--- config.mk ---
export PLATFORM = sky130hd
export DESIGN_NAME = sha256_byte_stream_hasher_flat
export DESIGN_NICKNAME = d
export VERILOG_FILES = /design/src/hw/rtl/sha256bs_pkg.sv /design/src/hw/rtl/sha256bs_if.sv /design/src/hw/rtl/sha256_byte_stream_hasher.sv /design/src/flat_wrapper.sv
export SDC_FILE = /design/constraint.sdc
export NUM_CORES = 2
export LEC_CHECK = 0
export ABC_CLOCK_PERIOD_IN_PS = 26500
export BUFFER_PORTS_ARGS = -buffer_cell sky130_fd_sc_hd__buf_2
export CAP_MARGIN = 20
export CORE_MARGIN = 2
export CORE_UTILIZATION = 30
export DETAILED_ROUTE_END_ITERATION = 16
export GPL_ROUTABILITY_DRIVEN = 0
export SETUP_SLACK_MARGIN = 0.5
export SYNTH_ARGS = -nofsm -noshare
export SYNTH_HDL_FRONTEND = slang
export SYNTH_SLANG_ARGS = --single-unit
--- constraint.sdc ---
create_clock -name clk -period 26.5 [get_ports clk]
set_input_delay 1.325 -clock clk [delete_from_list [all_inputs] [get_ports clk]]
set_output_delay 1.325 -clock clk [all_outputs]
set_load 0.01 [all_outputs]
--- src/hw/rtl/sha256bs_pkg.sv ---
package sha256bs_pkg;

	typedef enum logic [2:0] {
		ST_IDLE,
		ST_PAD,
		ST_ROUND,
		ST_ADD,
		ST_OUT
	} state_t;

	localparam logic [7:0] PAD_MARK = 8'h80;
	localparam logic [5:0] LEN_START = 6'd56;

	function automatic logic [31:0] init_h(input logic [2:0] i);
		logic [31:0] r;
		case (i)
			3'd0: r = 32'h6a09e667;
			3'd1: r = 32'hbb67ae85;
			3'd2: r = 32'h3c6ef372;
			3'd3: r = 32'ha54ff53a;
			3'd4: r = 32'h510e527f;
			3'd5: r = 32'h9b05688c;
			3'd6: r = 32'h1f83d9ab;
			default: r = 32'h5be0cd19;
		endcase
		return r;
	endfunction

	function automatic logic [31:0] round_k(input logic [5:0] t);
		logic [31:0] r;
		case (t)
			6'd0: r = 32'h428a2f98;  6'd1: r = 32'h71374491;
			6'd2: r = 32'hb5c0fbcf;  6'd3: r = 32'he9b5dba5;
			6'd4: r = 32'h3956c25b;  6'd5: r = 32'h59f111f1;
			6'd6: r = 32'h923f82a4;  6'd7: r = 32'hab1c5ed5;
			6'd8: r = 32'hd807aa98;  6'd9: r = 32'h12835b01;
			6'd10: r = 32'h243185be; 6'd11: r = 32'h550c7dc3;
			6'd12: r = 32'h72be5d74; 6'd13: r = 32'h80deb1fe;
			6'd14: r = 32'h9bdc06a7; 6'd15: r = 32'hc19bf174;
			6'd16: r = 32'he49b69c1; 6'd17: r = 32'hefbe4786;
			6'd18: r = 32'h0fc19dc6; 6'd19: r = 32'h240ca1cc;
			6'd20: r = 32'h2de92c6f; 6'd21: r = 32'h4a7484aa;
			6'd22: r = 32'h5cb0a9dc; 6'd23: r = 32'h76f988da;
			6'd24: r = 32'h983e5152; 6'd25: r = 32'ha831c66d;
			6'd26: r = 32'hb00327c8; 6'd27: r = 32'hbf597fc7;
			6'd28: r = 32'hc6e00bf3; 6'd29: r = 32'hd5a79147;
			6'd30: r = 32'h06ca6351; 6'd31: r = 32'h14292967;
			6'd32: r = 32'h27b70a85; 6'd33: r = 32'h2e1b2138;
			6'd34: r = 32'h4d2c6dfc; 6'd35: r = 32'h53380d13;
			6'd36: r = 32'h650a7354; 6'd37: r = 32'h766a0abb;
			6'd38: r = 32'h81c2c92e; 6'd39: r = 32'h92722c85;
			6'd40: r = 32'ha2bfe8a1; 6'd41: r = 32'ha81a664b;
			6'd42: r = 32'hc24b8b70; 6'd43: r = 32'hc76c51a3;
			6'd44: r = 32'hd192e819; 6'd45: r = 32'hd6990624;
			6'd46: r = 32'hf40e3585; 6'd47: r = 32'h106aa070;
			6'd48: r = 32'h19a4c116; 6'd49: r = 32'h1e376c08;
			6'd50: r = 32'h2748774c; 6'd51: r = 32'h34b0bcb5;
			6'd52: r = 32'h391c0cb3; 6'd53: r = 32'h4ed8aa4a;
			6'd54: r = 32'h5b9cca4f; 6'd55: r = 32'h682e6ff3;
			6'd56: r = 32'h748f82ee; 6'd57: r = 32'h78a5636f;
			6'd58: r = 32'h84c87814; 6'd59: r = 32'h8cc70208;
			6'd60: r = 32'h90befffa; 6'd61: r = 32'ha4506ceb;
			6'd62: r = 32'hbef9a3f7;
			default: r = 32'hc67178f2;
		endcase
		return r;
	endfunction

endpackage

--- src/hw/rtl/sha256bs_if.sv ---
interface sha256bs_in_if;
	logic       valid;
	logic       ready;
	logic [7:0] data_byte;
	logic       has_byte;
	logic       last_byte;

	modport source (output valid, data_byte, has_byte, last_byte, input ready);
	modport sink (input valid, data_byte, has_byte, last_byte, output ready);
endinterface

interface sha256bs_out_if;
	logic        valid;
	logic        ready;
	logic [31:0] digest_word;
	logic        last_word;

	modport source (output valid, digest_word, last_word, input ready);
	modport sink (input valid, digest_word, last_word, output ready);
endinterface

--- src/hw/rtl/sha256_byte_stream_hasher.sv ---
// channel | dir | payload                         | beat
// msg     | in  | data_byte, has_byte, last_byte  | one byte or end marker
// digest  | out | digest_word, last_word          | one digest word, H0 first
//
// every 64th byte starts a compression: 64 rounds, then the state add
// a last beat adds the pad bytes, one at a time, plus one or two compressions
// and then 8 digest beats; one round unit does all compression work
// msg.ready is high only while idle; digest beats stall freely on digest.ready
// arst_n clears control and loads the initial hash values
module sha256_byte_stream_hasher (
	input  logic clk,
	input  logic arst_n,
	sha256bs_in_if.sink    msg,
	sha256bs_out_if.source digest
);

	sha256bs_pkg::state_t state_q, state_d;

	logic [31:0] h_q [8];
	logic [31:0] v_q [8];
	logic [31:0] w_q [16];
	logic [5:0]  fill_q;
	logic [60:0] len_q;
	logic [5:0]  round_q;
	logic [2:0]  idx_q;
	logic        pad_q;     // message ended, padding in progress
	logic        mark_q;    // 0x80 already placed
	logic        fin_blk_q; // current block carries the length
	logic        fin_q;     // last block filled

	logic        acc;
	logic        shift_en;
	logic [7:0]  byte_in;
	logic [7:0]  pad_byte;
	logic [63:0] bits;
	logic [31:0] s0, s1, ch, maj, t1, t2, g0, g1, w_new;

	assign acc = msg.valid && msg.ready;
	assign msg.ready = (state_q == sha256bs_pkg::ST_IDLE);
	assign digest.valid = (state_q == sha256bs_pkg::ST_OUT);
	assign digest.digest_word = h_q[idx_q];
	assign digest.last_word = (idx_q == 3'd7);

	// pad byte selection: marker, zeros, then big-endian bit length
	assign bits = {len_q, 3'b000};
	always_comb begin
		if (!mark_q) begin
			pad_byte = sha256bs_pkg::PAD_MARK;
		end else if (fin_blk_q && fill_q >= sha256bs_pkg::LEN_START) begin
			pad_byte = bits[{3'd7 - fill_q[2:0], 3'b000} +: 8];
		end else begin
			pad_byte = 8'h00;
		end
	end

	assign byte_in = (state_q == sha256bs_pkg::ST_PAD) ? pad_byte : msg.data_byte;
	assign shift_en = (acc && msg.has_byte) || (state_q == sha256bs_pkg::ST_PAD);

	// shared round unit
	assign s1 = {v_q[4][5:0], v_q[4][31:6]} ^ {v_q[4][10:0], v_q[4][31:11]}
		^ {v_q[4][24:0], v_q[4][31:25]};
	assign ch = (v_q[4] & v_q[5]) ^ (~v_q[4] & v_q[6]);
	assign t1 = v_q[7] + s1 + ch + sha256bs_pkg::round_k(round_q) + w_q[0];
	assign s0 = {v_q[0][1:0], v_q[0][31:2]} ^ {v_q[0][12:0], v_q[0][31:13]}
		^ {v_q[0][21:0], v_q[0][31:22]};
	assign maj = (v_q[0] & v_q[1]) ^ (v_q[0] & v_q[2]) ^ (v_q[1] & v_q[2]);
	assign t2 = s0 + maj;

	// rolling schedule window, w_q[0] is the word of the current round
	assign g0 = {w_q[1][6:0], w_q[1][31:7]} ^ {w_q[1][17:0], w_q[1][31:18]}
		^ (w_q[1] >> 3);
	assign g1 = {w_q[14][16:0], w_q[14][31:17]} ^ {w_q[14][18:0], w_q[14][31:19]}
		^ (w_q[14] >> 10);
	assign w_new = g1 + w_q[9] + g0 + w_q[0];

	always_ff @(posedge clk or negedge arst_n) begin
		if (!arst_n) begin
			state_q <= sha256bs_pkg::ST_IDLE;
		end else begin
			state_q <= state_d;
		end
	end

	always_comb begin
		state_d = state_q;
		case (state_q)
			sha256bs_pkg::ST_IDLE: begin
				if (acc && msg.has_byte && fill_q == 6'd63) begin
					state_d = sha256bs_pkg::ST_ROUND;
				end else if (acc && msg.last_byte) begin
					state_d = sha256bs_pkg::ST_PAD;
				end
			end
			sha256bs_pkg::ST_PAD: begin
				if (fill_q == 6'd63) begin
					state_d = sha256bs_pkg::ST_ROUND;
				end
			end
			sha256bs_pkg::ST_ROUND: begin
				if (round_q == 6'd63) begin
					state_d = sha256bs_pkg::ST_ADD;
				end
			end
			sha256bs_pkg::ST_ADD: begin
				if (fin_q) begin
					state_d = sha256bs_pkg::ST_OUT;
				end else if (pad_q) begin
					state_d = sha256bs_pkg::ST_PAD;
				end else begin
					state_d = sha256bs_pkg::ST_IDLE;
				end
			end
			sha256bs_pkg::ST_OUT: begin
				if (digest.ready && idx_q == 3'd7) begin
					state_d = sha256bs_pkg::ST_IDLE;
				end
			end
			default: state_d = sha256bs_pkg::ST_IDLE;
		endcase
	end

	// control and hash state
	always_ff @(posedge clk or negedge arst_n) begin
		if (!arst_n) begin
			for (int i = 0; i < 8; i++) begin
				h_q[i] <= sha256bs_pkg::init_h(3'(i));
			end
			fill_q    <= '0;
			len_q     <= '0;
			round_q   <= '0;
			idx_q     <= '0;
			pad_q     <= 1'b0;
			mark_q    <= 1'b0;
			fin_blk_q <= 1'b0;
			fin_q     <= 1'b0;
		end else begin
			if (shift_en) begin
				fill_q <= fill_q + 6'd1;
			end
			if (acc && msg.has_byte) begin
				len_q <= len_q + 61'd1;
			end
			if (acc && msg.last_byte) begin
				pad_q <= 1'b1;
			end
			if (state_q == sha256bs_pkg::ST_PAD) begin
				mark_q <= 1'b1;
				if (!mark_q && fill_q < sha256bs_pkg::LEN_START) begin
					fin_blk_q <= 1'b1;
				end
				if (fin_blk_q && fill_q == 6'd63) begin
					fin_q <= 1'b1;
				end
			end
			if (state_q == sha256bs_pkg::ST_ROUND) begin
				round_q <= round_q + 6'd1;
			end else begin
				round_q <= '0;
			end
			if (state_q == sha256bs_pkg::ST_ADD) begin
				for (int i = 0; i < 8; i++) begin
					h_q[i] <= h_q[i] + v_q[i];
				end
				if (pad_q && mark_q) begin
					fin_blk_q <= 1'b1;
				end
			end
			if (digest.valid && digest.ready) begin
				idx_q <= idx_q + 3'd1;
				if (idx_q == 3'd7) begin
					for (int i = 0; i < 8; i++) begin
						h_q[i] <= sha256bs_pkg::init_h(3'(i));
					end
					fill_q    <= '0;
					len_q     <= '0;
					pad_q     <= 1'b0;
					mark_q    <= 1'b0;
					fin_blk_q <= 1'b0;
					fin_q     <= 1'b0;
				end
			end
		end
	end

	// payload: message window and working variables
	always_ff @(posedge clk) begin
		if (shift_en) begin
			for (int i = 0; i < 15; i++) begin
				w_q[i] <= {w_q[i][23:0], w_q[i+1][31:24]};
			end
			w_q[15] <= {w_q[15][23:0], byte_in};
		end else if (state_q == sha256bs_pkg::ST_ROUND) begin
			for (int i = 0; i < 15; i++) begin
				w_q[i] <= w_q[i+1];
			end
			w_q[15] <= w_new;
		end
		if (state_q == sha256bs_pkg::ST_ROUND) begin
			v_q[7] <= v_q[6];
			v_q[6] <= v_q[5];
			v_q[5] <= v_q[4];
			v_q[4] <= v_q[3] + t1;
			v_q[3] <= v_q[2];
			v_q[2] <= v_q[1];
			v_q[1] <= v_q[0];
			v_q[0] <= t1 + t2;
		end else begin
			for (int i = 0; i < 8; i++) begin
				v_q[i] <= h_q[i];
			end
		end
	end

	// never accepting input while digest words are pending
	a_no_overlap: assert property (@(posedge clk) disable iff (!arst_n)
		!(msg.ready && digest.valid))
		else $error("input accepted during digest output");

	// rounds advance one per cycle
	a_round_step: assert property (@(posedge clk) disable iff (!arst_n)
		(state_q == sha256bs_pkg::ST_ROUND && round_q != 6'd63)
		|=> (round_q == $past(round_q) + 6'd1))
		else $error("round counter skipped");

	// final digest beat returns the block to idle
	a_end_idle: assert property (@(posedge clk) disable iff (!arst_n)
		(digest.valid && digest.ready && digest.last_word) |=> msg.ready)
		else $error("not idle after digest");

	// digest starts only after the length block was filled
	a_fin_out: assert property (@(posedge clk) disable iff (!arst_n)
		$rose(digest.valid) |-> fin_q)
		else $error("digest without final block");

endmodule

--- src/flat_wrapper.sv ---
// flat-port wrapper written by rule: the top's interface ports become plain ports
module sha256_byte_stream_hasher_flat 
  (clk, arst_n, msg_valid, msg_data_byte, msg_has_byte, msg_last_byte, msg_ready, digest_valid, digest_digest_word, digest_last_word, digest_ready);
  sha256bs_in_if msg_i ();
  sha256bs_out_if digest_i ();
  input  logic clk;
  input  logic arst_n;
  input wire logic [$bits(msg_i.valid)-1:0] msg_valid;
  input wire logic [$bits(msg_i.data_byte)-1:0] msg_data_byte;
  input wire logic [$bits(msg_i.has_byte)-1:0] msg_has_byte;
  input wire logic [$bits(msg_i.last_byte)-1:0] msg_last_byte;
  output wire logic [$bits(msg_i.ready)-1:0] msg_ready;
  output wire logic [$bits(digest_i.valid)-1:0] digest_valid;
  output wire logic [$bits(digest_i.digest_word)-1:0] digest_digest_word;
  output wire logic [$bits(digest_i.last_word)-1:0] digest_last_word;
  input wire logic [$bits(digest_i.ready)-1:0] digest_ready;
  assign msg_i.valid = msg_valid;
  assign msg_i.data_byte = msg_data_byte;
  assign msg_i.has_byte = msg_has_byte;
  assign msg_i.last_byte = msg_last_byte;
  assign msg_ready = msg_i.ready;
  assign digest_valid = digest_i.valid;
  assign digest_digest_word = digest_i.digest_word;
  assign digest_last_word = digest_i.last_word;
  assign digest_i.ready = digest_ready;
  sha256_byte_stream_hasher u_core (.clk(clk), .arst_n(arst_n), .msg(msg_i), .digest(digest_i));
endmodule
==> reports/summary.txt <==
DRC viols -> 0
Relative slew margins -> 24.5%
Seq cells post-synth -> 1,107
Final Cycle Share -> 38.0%
delay of the slowest critical-path stage -> 0.82 ns
gr ovfl total -> 0
row cnt -> 181
status -> finished, final reports clean
Critical R2R Launch -> u_core.round_q[2]$_DFF_PN0_
clk buf depth -> 3
Initial Util -> 30.2%
Post-synth EDFFs -> 512
reg2reg path depth -> 38
crit path capture -> u_core.v_q[0][31]$_DFF_P_
fin util -> 33.3%
Final setup viols -> 0
post-synthesis net count -> 8,938
Post-CTS Setup Bufs -> 0
Iteration-0 DRC Markers -> 6,469
Final min period -> 10.07 ns
crit path from -> u_core.round_q[2]$_DFF_PN0_
Primary FF master, synth -> edfxtp_1
post-synthesis average cell area -> 8.81 sq um
DR WL/cell -> 20.0 um
RSZ-0062 raised after global routing -> false
final hold violation count -> 0
HP Class -> register to register
Required @ worst endpoint -> 27.11 ns
Worst Hold Depth -> 2
Startpoint Class -> register
DIE AREA -> 249,000 sq um
H-tree Lvls -> 4
core area -> 243,000 sq um
total track usage -> 17.9%
vias in the first global route -> 57,737
Async SR Flop Fraction -> 30.6%
Resize count post-CTS -> 0
die width -> 499 um
Top Ports -> 49
Setup Crit Path Kind -> register to register
clock tree from TritonCTS -> done
Reg-to-Reg End -> u_core.v_q[0][31]$_DFF_P_
first-pass GRT wire length -> 350 mm
post-synth top area share -> 20.9%
cts-stage hold buffer count -> 0
chip height -> 499 um
FMAX -> 99.3 MHz
clk root buf -> clkbuf_16
Syn-to-layout area delta -> 10.3%
DRT Wirelength -> 228 mm
top post-synthesis cells by area -> edfxtp_1 (21%), nand2_1 (13%), dfxtp_1 (7.0%)
routed vias -> 59,815
worst-skew pair later-pin latency -> 0.81 ns
sequential-to-total area share from yosys stat -> 39.7%
ant diodes -> 0
Synth area leader -> edfxtp_1
Post-DRT Antenna Nets -> 0
Synth cell types -> 96
nets -> 8,708
Slowest-stage cell, CP -> inv_1
reg2reg setup slack -> 16.43 ns
layout cells sized above 1 -> 7.38%
crit-path max FO -> 62
final setup skew -> 0.0533 ns
Slew @ Worst Pin -> 1.13 ns
CTS buffer count -> 130
Pre-Repair DR Iteration Count -> 10
largest net degree at the start of global routing -> 265
Mapped Area -> 73,400 sq um
Worst-path clk slew -> 0.06 ns
Post-Syn Instances -> 8,333
detailed placement HPWL -> 165 mm
PortBufs -> 48
CP arrival -> 10.68 ns
Warnings, synthesis -> 0
setup TNS -> 0 ns
CP most frequent cell -> inv_1
Max-Cap Viols -> 0
initial antenna violation count -> 5
clk sinks -> 1,107
Slew Viols, Final -> 0
Worst Setup End Kind -> register
vias per inst -> 5.24
## critical path: cells and delay by family, from the launching register on
family	cells	cell delay, ns
XOR/XNOR	2	0.43
flip-flops	1	0.36
AND/OR/NAND/NOR	6	0.99
AO/OA/AOI/OAI	17	4.00
buffers and inverters	7	1.41
adder cells (fa/ha/maj)	6	2.66
## Yosys cell counts (all sizes together) (69+ instances only)
library cell	n
nand2	2584
edfxtp	512
a21oi	471
clkbuf	429
o21ai	408
ha	396
xnor2	380
inv	346
nor2	315
dfxtp	256
xor2	239
a21o	203
dfrtp	203
fa	195
dfstp	136
nand3	135
o211ai	110
mux4	86
nor3	73
nand2b	69
## how the worst min path moves through the flow
stage | startpoint | slack, ns | endpoint
global route | u_core.v_q[0][219]$_DFF_P_ | 0.44 | u_core.v_q[0][251]$_DFF_P_
finish | u_core.v_q[0][219]$_DFF_P_ | 0.44 | u_core.v_q[0][251]$_DFF_P_
global placement | u_core.v_q[0][186]$_DFF_P_ | 0.45 | u_core.v_q[0][218]$_DFF_P_
floorplan | u_core.v_q[0][174]$_DFF_P_ | 0.43 | u_core.v_q[0][206]$_DFF_P_
detailed placement | u_core.v_q[0][201]$_DFF_P_ | 0.46 | u_core.v_q[0][233]$_DFF_P_
CTS | u_core.v_q[0][219]$_DFF_P_ | 0.43 | u_core.v_q[0][251]$_DFF_P_
## routing by layer
layer  wire, um  track usage, %  vias up
met5         43               0        -
met2     100000            27.4     2380
met3      18000            3.29      463
met1     101000            25.1    29059
li1           -               -    27907
met4       8370            6.27        6
## stage by stage
stage          instances  area [sq um]  worst slack [ns]  hold slack [ns]
3_5_place_dp       11169         76500             16.72            0.458
6_report           11411         81000             16.43            0.442
4_1_cts            11407         80900             16.68            0.428
5_1_grt            11411         81000             15.75            0.441
3_3_place_gp       11169         76500             16.81            0.449
2_1_floorplan       8333         73400             12.38            0.431
## registers in the layout, summed over array words and instances, names as in the netlist, 3 cells and up
signal          cells
u_core.h_q        256
u_core.len_q       61
u_core.idx_q        3
u_core.fill_q       6
u_core.round_q      6
u_core.state_q      3
u_core.w_q        512
u_core.v_q        256
## cell type report
class	instances	area, sq um
Clock inverter	67	886
Inverter	350	1310
Multi-Input combinational cell	6409	41300
Fill cell	25083	162000
Tap cell	3202	4010
Sequential cell	1107	29200
Clock buffer	171	3550
Timing Repair Buffer	105	793
## logic make-up (layout without fill, tap and decap cells)
group	count (synthesis)	in the layout	synth area share (%)
mux	171	171	3.87
simple gates	3431	3431	19.2
xor+xnor	621	621	7.44
fa+ha+maj	593	593	12.1
compound gates	1593	1593	13.6
flops	1107	1107	39.7
buf+inv	817	693	4.18
## layout by cell type (no fill, tap or decap), types with 16 or more instances in the layout
| cell | n |
|---|---|
| a211oi_1 | 49 |
| a21o_1 | 203 |
| a21oi_1 | 470 |
| a31oi_1 | 56 |
| and2_1 | 21 |
| and3_1 | 46 |
| buf_2 | 47 |
| buf_4 | 49 |
| clkbuf_1 | 28 |
| clkbuf_16 | 131 |
| clkinv_1 | 16 |
| clkinv_2 | 19 |
| dfrtp_1 | 198 |
| dfstp_2 | 136 |
| dfxtp_1 | 256 |
| edfxtp_1 | 512 |
| fa_1 | 195 |
| ha_1 | 396 |
| inv_1 | 340 |
| mux2_2 | 41 |
| mux2i_1 | 44 |
| mux4_2 | 86 |
| nand2_1 | 2581 |
| nand2b_1 | 69 |
| nand3_1 | 134 |
| nand4_1 | 35 |
| nor2_1 | 314 |
| nor2b_1 | 33 |
| nor3_1 | 71 |
| o211ai_1 | 110 |
| o21a_1 | 52 |
| o21ai_0 | 261 |
| o21ai_1 | 146 |
| o21bai_1 | 35 |
| o31ai_1 | 36 |
| or3_1 | 34 |
| xnor2_1 | 380 |
| xor2_1 | 239 |
Power is left out: the tool's default activity adds up to more than one toggle a clock period on the data nets, which glitch-free logic cannot reach.
